[src/hw/rtl/mm3_pkg.sv]
// mm3_pkg: constants and controller/datapath interface types for the murmur3 hash core
// no dependencies

package mm3_pkg;

    localparam int unsigned WORD_W = 32;
    localparam int unsigned BYTE_W = 8;

    localparam logic [WORD_W-1:0] SEED_RESET = 32'd2333;
    localparam logic [WORD_W-1:0] MIX_C1     = 32'hcc9e2d51;
    localparam logic [WORD_W-1:0] MIX_C2     = 32'h1b873593;
    localparam logic [WORD_W-1:0] MIX_ADD    = 32'he6546b64;
    localparam logic [WORD_W-1:0] FIN_C1     = 32'h85ebca6b;
    localparam logic [WORD_W-1:0] FIN_C2     = 32'hc2b2ae35;

    localparam int unsigned ROT_K   = 15;
    localparam int unsigned ROT_H   = 13;
    localparam int unsigned SHR_A   = 16;
    localparam int unsigned SHR_B   = 13;

    typedef struct packed {
        logic accept;
        logic scr1;
        logic scr2;
        logic word_mix;
        logic fin0;
        logic fin1;
        logic fin_load;
    } t_dp_cmd;

    typedef struct packed {
        logic lane3;
        logic out_free;
    } t_dp_sts;

    function automatic logic [WORD_W-1:0] rotl(input logic [WORD_W-1:0] x,
                                               input int unsigned r);
        rotl = (x << r) | (x >> (WORD_W - r));
    endfunction

endpackage

[src/hw/rtl/mm3_ctrl.sv]
// mm3_ctrl: sequencing state machine for the murmur3 hash core
// depends on mm3_pkg for the command and status types

module mm3_ctrl (
    input  logic             i_clk,
    input  logic             i_rst_n,
    input  logic             i_in_valid,
    input  logic             i_has_byte,
    input  logic             i_last,
    output logic             o_in_ready,
    input  mm3_pkg::t_dp_sts i_sts,
    output mm3_pkg::t_dp_cmd o_cmd
);
    import mm3_pkg::*;

    localparam logic [2:0] S_IDLE = 3'd0;
    localparam logic [2:0] S_K1   = 3'd1;
    localparam logic [2:0] S_K2   = 3'd2;
    localparam logic [2:0] S_WM   = 3'd3;
    localparam logic [2:0] S_F0   = 3'd4;
    localparam logic [2:0] S_F1   = 3'd5;
    localparam logic [2:0] S_F2   = 3'd6;

    logic [2:0] r_state, n_state;
    logic       r_pend_last, n_pend_last;
    logic       r_tail, n_tail;
    logic       accept;

    assign o_in_ready = (r_state == S_IDLE);
    assign accept     = i_in_valid && o_in_ready;

    always_comb begin
        n_state     = r_state;
        n_pend_last = r_pend_last;
        n_tail      = r_tail;
        o_cmd       = '0;
        unique case (r_state)
            S_IDLE: begin
                o_cmd.accept = accept;
                if (accept) begin
                    if (i_has_byte && i_sts.lane3) begin
                        n_state     = S_K1;
                        n_pend_last = i_last;
                        n_tail      = 1'b0;
                    end else if (i_last) begin
                        n_state     = S_K1;
                        n_pend_last = 1'b0;
                        n_tail      = 1'b1;
                    end
                end
            end
            S_K1: begin
                o_cmd.scr1 = 1'b1;
                n_state    = S_K2;
            end
            S_K2: begin
                o_cmd.scr2 = 1'b1;
                n_state    = r_tail ? S_F0 : S_WM;
            end
            S_WM: begin
                o_cmd.word_mix = 1'b1;
                if (r_pend_last) begin
                    n_state     = S_K1;
                    n_tail      = 1'b1;
                    n_pend_last = 1'b0;
                end else begin
                    n_state = S_IDLE;
                end
            end
            S_F0: begin
                o_cmd.fin0 = 1'b1;
                n_state    = S_F1;
            end
            S_F1: begin
                o_cmd.fin1 = 1'b1;
                n_state    = S_F2;
            end
            S_F2: begin
                if (i_sts.out_free) begin
                    o_cmd.fin_load = 1'b1;
                    n_state        = S_IDLE;
                end
            end
            default: begin
                n_state = S_IDLE;
            end
        endcase
    end

    always_ff @(posedge i_clk) begin
        if (!i_rst_n) begin
            r_state     <= S_IDLE;
            r_pend_last <= 1'b0;
            r_tail      <= 1'b0;
        end else begin
            r_state     <= n_state;
            r_pend_last <= n_pend_last;
            r_tail      <= n_tail;
        end
    end

    // at most one datapath operation per cycle
    a_cmd_onehot: assert property (@(posedge i_clk) disable iff (!i_rst_n)
        $onehot0({o_cmd.accept, o_cmd.scr1, o_cmd.scr2, o_cmd.word_mix,
                  o_cmd.fin0, o_cmd.fin1, o_cmd.fin_load}))
        else $error("more than one datapath command");

    // a full word with last runs the word mix and then the tail scramble
    a_word_then_tail: assert property (@(posedge i_clk) disable iff (!i_rst_n)
        (o_cmd.word_mix && r_pend_last) |=> (r_state == S_K1 && r_tail))
        else $error("tail scramble skipped after word mix");

endmodule

[src/hw/rtl/mm3_dp.sv]
// mm3_dp: hash datapath with seed, accumulator, word buffer, length and output registers
// depends on mm3_pkg for constants, rotate function and command/status types

module mm3_dp (
    input  logic                           i_clk,
    input  logic                           i_rst_n,
    input  logic                           i_cfg_valid,
    input  logic [mm3_pkg::WORD_W-1:0]     i_cfg_seed,
    input  logic [mm3_pkg::BYTE_W-1:0]     i_data_byte,
    input  logic                           i_has_byte,
    input  logic                           i_last,
    input  mm3_pkg::t_dp_cmd               i_cmd,
    output mm3_pkg::t_dp_sts               o_sts,
    output logic                           o_out_valid,
    input  logic                           i_out_ready,
    output logic [mm3_pkg::WORD_W-1:0]     o_hash
);
    import mm3_pkg::*;

    logic [WORD_W-1:0] r_seed;
    logic [WORD_W-1:0] r_acc;
    logic [WORD_W-1:0] r_buf;
    logic [WORD_W-1:0] r_cnt;
    logic [WORD_W-1:0] r_k;
    logic [WORD_W-1:0] r_hash;
    logic              r_busy;
    logic              r_out_valid;

    logic              start;
    logic [WORD_W-1:0] base_buf;
    logic [WORD_W-1:0] base_cnt;
    logic [WORD_W-1:0] byte_sh;
    logic [WORD_W-1:0] mix_h;
    logic [WORD_W-1:0] fin_h;
    logic [WORD_W-1:0] fin1_h;

    assign start    = i_cmd.accept && (i_has_byte || i_last) && !r_busy;
    assign base_buf = start ? '0 : r_buf;
    assign base_cnt = start ? '0 : r_cnt;
    assign byte_sh  = {{(WORD_W-BYTE_W){1'b0}}, i_data_byte} << {base_cnt[1:0], 3'b000};

    assign mix_h  = rotl(r_acc ^ r_k, ROT_H);
    assign fin_h  = (r_acc ^ r_k ^ r_cnt) ^ ((r_acc ^ r_k ^ r_cnt) >> SHR_A);
    assign fin1_h = r_k ^ (r_k >> SHR_B);

    assign o_sts.lane3    = !start && (r_cnt[1:0] == 2'd3);
    assign o_sts.out_free = !r_out_valid || i_out_ready;

    assign o_out_valid = r_out_valid;
    assign o_hash      = r_hash;

    always_ff @(posedge i_clk) begin
        if (!i_rst_n) begin
            r_seed <= SEED_RESET;
        end else if (i_cfg_valid) begin
            r_seed <= i_cfg_seed;
        end
    end

    always_ff @(posedge i_clk) begin
        if (!i_rst_n) begin
            r_acc  <= SEED_RESET;
            r_buf  <= '0;
            r_cnt  <= '0;
            r_busy <= 1'b0;
        end else begin
            if (i_cmd.accept && (i_has_byte || i_last)) begin
                r_busy <= 1'b1;
                if (start) begin
                    r_acc <= r_seed;
                end
                if (i_has_byte) begin
                    r_buf <= base_buf | byte_sh;
                    r_cnt <= base_cnt + 32'd1;
                end else begin
                    r_buf <= base_buf;
                    r_cnt <= base_cnt;
                end
            end
            if (i_cmd.word_mix) begin
                r_acc <= (mix_h << 2) + mix_h + MIX_ADD;
                r_buf <= '0;
            end
            if (i_cmd.fin_load) begin
                r_acc  <= r_seed;
                r_buf  <= '0;
                r_cnt  <= '0;
                r_busy <= 1'b0;
            end
        end
    end

    // shared multiply register for scramble and finalize
    always_ff @(posedge i_clk) begin
        if (i_cmd.scr1) begin
            r_k <= r_buf * MIX_C1;
        end else if (i_cmd.scr2) begin
            r_k <= rotl(r_k, ROT_K) * MIX_C2;
        end else if (i_cmd.fin0) begin
            r_k <= fin_h * FIN_C1;
        end else if (i_cmd.fin1) begin
            r_k <= fin1_h * FIN_C2;
        end
    end

    always_ff @(posedge i_clk) begin
        if (i_cmd.fin_load) begin
            r_hash <= r_k ^ (r_k >> SHR_A);
        end
    end

    always_ff @(posedge i_clk) begin
        if (!i_rst_n) begin
            r_out_valid <= 1'b0;
        end else if (i_cmd.fin_load) begin
            r_out_valid <= 1'b1;
        end else if (i_out_ready) begin
            r_out_valid <= 1'b0;
        end
    end

    // finishing a message clears the length and leaves a result pending
    a_fin_clears: assert property (@(posedge i_clk) disable iff (!i_rst_n)
        i_cmd.fin_load |=> (r_cnt == '0 && !r_busy && r_out_valid))
        else $error("message state not cleared on finalize");

    // a word mix always empties the word buffer
    a_mix_clears_buf: assert property (@(posedge i_clk) disable iff (!i_rst_n)
        i_cmd.word_mix |=> (r_buf == '0))
        else $error("word buffer not cleared after mix");

endmodule

[src/hw/rtl/murmur3_32_stream_hash_core.sv]
// a byte transfer is accepted while idle; every fourth byte adds the word mix (scramble 1, scramble 2, mix)
// the last item adds the tail scramble and finalize (fin0, fin1, fin load) before the result shows
// one shared 32x32 multiply register sets the step count; one message at a time
// reset: seed 2333, message state cleared, no result pending
// top level: joins controller and datapath; depends on mm3_pkg, mm3_ctrl and mm3_dp

module murmur3_32_stream_hash_core (
    input  logic                       i_clk,
    input  logic                       i_rst_n,
    input  logic                       i_cfg_valid,
    output logic                       o_cfg_ready,
    input  logic [mm3_pkg::WORD_W-1:0] i_cfg_seed,
    input  logic                       i_in_valid,
    output logic                       o_in_ready,
    input  logic [mm3_pkg::BYTE_W-1:0] i_data_byte,
    input  logic                       i_has_byte,
    input  logic                       i_last,
    output logic                       o_out_valid,
    input  logic                       i_out_ready,
    output logic [mm3_pkg::WORD_W-1:0] o_hash
);
    import mm3_pkg::*;

    t_dp_cmd cmd;
    t_dp_sts sts;

    assign o_cfg_ready = 1'b1;

    mm3_ctrl u_ctrl (
        .i_clk      (i_clk),
        .i_rst_n    (i_rst_n),
        .i_in_valid (i_in_valid),
        .i_has_byte (i_has_byte),
        .i_last     (i_last),
        .o_in_ready (o_in_ready),
        .i_sts      (sts),
        .o_cmd      (cmd)
    );

    mm3_dp u_dp (
        .i_clk       (i_clk),
        .i_rst_n     (i_rst_n),
        .i_cfg_valid (i_cfg_valid),
        .i_cfg_seed  (i_cfg_seed),
        .i_data_byte (i_data_byte),
        .i_has_byte  (i_has_byte),
        .i_last      (i_last),
        .i_cmd       (cmd),
        .o_sts       (sts),
        .o_out_valid (o_out_valid),
        .i_out_ready (i_out_ready),
        .o_hash      (o_hash)
    );

endmodule

[config.mk]
export PLATFORM = sky130hd
export DESIGN_NAME = murmur3_32_stream_hash_core
export DESIGN_NICKNAME = d
export VERILOG_FILES = /design/src/hw/rtl/mm3_pkg.sv /design/src/hw/rtl/mm3_ctrl.sv /design/src/hw/rtl/mm3_dp.sv /design/src/hw/rtl/murmur3_32_stream_hash_core.sv
export SDC_FILE = /design/constraint.sdc
export NUM_CORES = 2
export LEC_CHECK = 0
export BUFFER_PORTS_ARGS = -buffer_cell sky130_fd_sc_hd__buf_2
export CAP_MARGIN = 10
export CORE_MARGIN = 4
export CORE_UTILIZATION = 61
export DETAILED_ROUTE_END_ITERATION = 8
export HOLD_SLACK_MARGIN = 0.02
export PLACE_DENSITY = 0.9
export SYNTH_ARGS = -nofsm -noshare
export SYNTH_HDL_FRONTEND = slang
export SYNTH_SLANG_ARGS = --single-unit
[constraint.sdc]
create_clock -name i_clk -period 9.4 [get_ports i_clk]
set_input_delay 0.94 -clock i_clk [delete_from_list [all_inputs] [get_ports i_clk]]
set_output_delay 0.94 -clock i_clk [all_outputs]
set_load 0.05 [all_outputs]
==> out/qor.txt <==
Final Max Slew Viols -> 0
Startpoint Class -> flip-flop
Post-CTS Hold Buffers -> 0
Starting Density -> 61.8%
CTS buffer count -> 17
Ant. Diodes -> 0
crit end category -> flip-flop
# placed instances -> 5578
Clock Tree Buf Depth -> 2
skew final -> 0.0171 ns
Finish-stage setup viols -> 0
post_cts resized -> 0
number of vias per cell -> 5.95
CP arrival -> 8.79 ns
max-cap viol count -> 0
Layout area overhead -> 5.35%
share of cells above drive strength 1 -> 4.53%
setup tns final -> 0 ns
WL/cell -> 23.7 um
syn nets -> 6138
Largest stage delay, worst path -> 0.93 ns
Max transition margin -> 19.5%
DRC Markers -> 0
Max Clock Freq -> 116 MHz
1st-iter DRT viols -> 3330
post-route minimum period -> 8.59 ns
hpwl dp -> 114000 um
Warnings, synthesis -> 0
# port buffers -> 80
DR vias -> 33400
Setup Buffers After CTS -> 0
RSZ-0062 raised after global routing -> no
largest net degree at the start of global routing -> 42
Area contributors post-synth -> fa_1 33%, ha_1 23%, inv_1 11%
count leader, synth -> inv_1
GRT overflow -> 0
Fin. Hold Viols -> 0
Syn Inst Count -> 4559
CP dominant cell by count -> fa_1
Finished Layout Cells -> 5610
initial antenna violation count -> 2
final period utilization -> 91.3%
Syn Area/Cell -> 9.73 um2
Core ar. -> 71700 um2
TritonCTS clock tree -> yes
library cells used by synthesis -> 86
share of flip-flops with an asynchronous set or reset -> 0%
slowest CP cell -> edfxtp_1
Main synth FF type -> dfxtp_1
router iterations before antenna repair -> 8
Yosys top cell by area -> fa_1
Die X -> 278 um
crit path kind -> flip-flop to flip-flop
die area -> 77100 um2
final WL -> 133000 um
register area share after synthesis -> 10.4%
Layout Nets -> 6226
Die H -> 278 um
Min Hold Slack -> 0.520 ns
Placement Rows -> 98
Synth top cells by count -> 1243 x inv_1, 800 x ha_1, 732 x fa_1
crit-path max FO -> 12
slew at the pin closest to its max-slew limit -> 1.21 ns
GRT Total Usage -> 34.9%
IO Pins -> 82
Worst-path clk slew -> 0.08 ns
post-synth top area share -> 33.0%
Sink Count -> 199
CTS Root Cell -> clkbuf_16
Antenna Nets Post-Route -> 0
Hold Crit Class -> flip-flop to flip-flop
vias in the first global route -> 35700
post-synthesis register bit count -> 199
CP required -> 9.61 ns
Final GP Congestion -> 1.04
H-tree Lvls -> 4
status -> completed
Clock Latency Late Sink -> 0.48 ns
Post-Syn Area -> 44400 um2
first-pass GRT wire length -> 206000 um
EDFF count, synth -> 64
-- kinds of logic after synthesis --
kind of cell | count (synthesis) | share of synthesized area [%]
adders and majority gates | 1532 | 55.6
buffers and inverters | 1312 | 11.2
and+or+nand+nor | 537 | 5.60
AOI/OAI and AO/OA | 533 | 7.92
xor gates and xnor gates | 377 | 7.72
DFF | 199 | 10.4
muxes | 68 | 1.55
other | 1 | 0.00845
-- through the flow --
stage / utilization [%] / instance area, um2 / worst slack [ns]
final: 65.1 / 46700 / 0.815
after global routing: 65.1 / 46700 / 0.505
after CTS: 65.1 / 46700 / 0.997
after detailed placement: 64.3 / 46100 / 1.04
after global placement: 64.3 / 46100 / 1.14
after floorplan: - / 44400 / 1.72
-- sequential cells by signal, indices dropped and copies added (netlist names) --
| signal | cells |
|---|---|
| u_ctrl.r_state | 3 |
| u_dp.r_k | 32 |
| u_dp.o_hash | 32 |
| u_dp.r_seed | 32 |
| u_dp.r_cnt | 32 |
| u_dp.r_acc | 32 |
| u_dp.o_out_valid | 1 |
| u_dp.r_buf | 32 |
| u_dp.r_busy | 1 |
| u_ctrl.r_pend_last | 1 |
| u_ctrl.r_tail | 1 |
-- layer usage --
metal  wire length (um)  up-vias  GRT usage, %
li1                   -    14500             -
met4               7410        4          15.6
met2              58700     1934          54.2
met3              16000      448          9.72
met5                 25        -             0
met1              50600    16500          46.1
-- worst max-delay path, delay by kind of cell, from the launching register on --
kind                     cells  cell delay (ns)
adder cells (fa/ha/maj)      9             3.94
XOR/XNOR                     5             1.43
flip-flops                   1             0.93
AO/OA/AOI/OAI                4             0.82
AND/OR/NAND/NOR              3             0.77
buffers and inverters        4             0.43
-- layout by cell type (no fill, tap or decap), drive strengths merged, types with 62 or more instances in the layout --
cell    instances
fa            732
o21ai          95
mux2i          62
xnor2         237
nand2         133
buf           136
xor2          137
edfxtp         64
dfxtp         135
a21oi         138
nor2          207
inv          1250
ha            800
-- final timing paths --
check | start | to | slack, ns | depth (start not counted)
max | u_dp.r_k[24]$_DFFE_PP_ | u_dp.r_k[31]$_DFFE_PP_ | 0.81 | 25
min | u_dp.r_seed[27]$_SDFFE_PN0P_ | u_dp.r_seed[27]$_SDFFE_PN0P_ | 0.52 | 2
max reg2reg | u_dp.r_k[24]$_DFFE_PP_ | u_dp.r_k[31]$_DFFE_PP_ | 0.81 | 25
min reg2reg | u_dp.r_seed[27]$_SDFFE_PN0P_ | u_dp.r_seed[27]$_SDFFE_PN0P_ | 0.52 | 2
-- area by class of cell --
cell class	count	area (um2)
Clock inverter	14	190
Sequential cell	199	4620
Fill cell	5481	25000
Multi-Input combinational cell	3048	34800
Clock buffer	18	439
Tap cell	950	1190
Timing Repair Buffer	136	821
Inverter	1245	4670
Power is not shown: default switching activity piles up to over one toggle a cycle in this logic, so the estimate is an artifact.
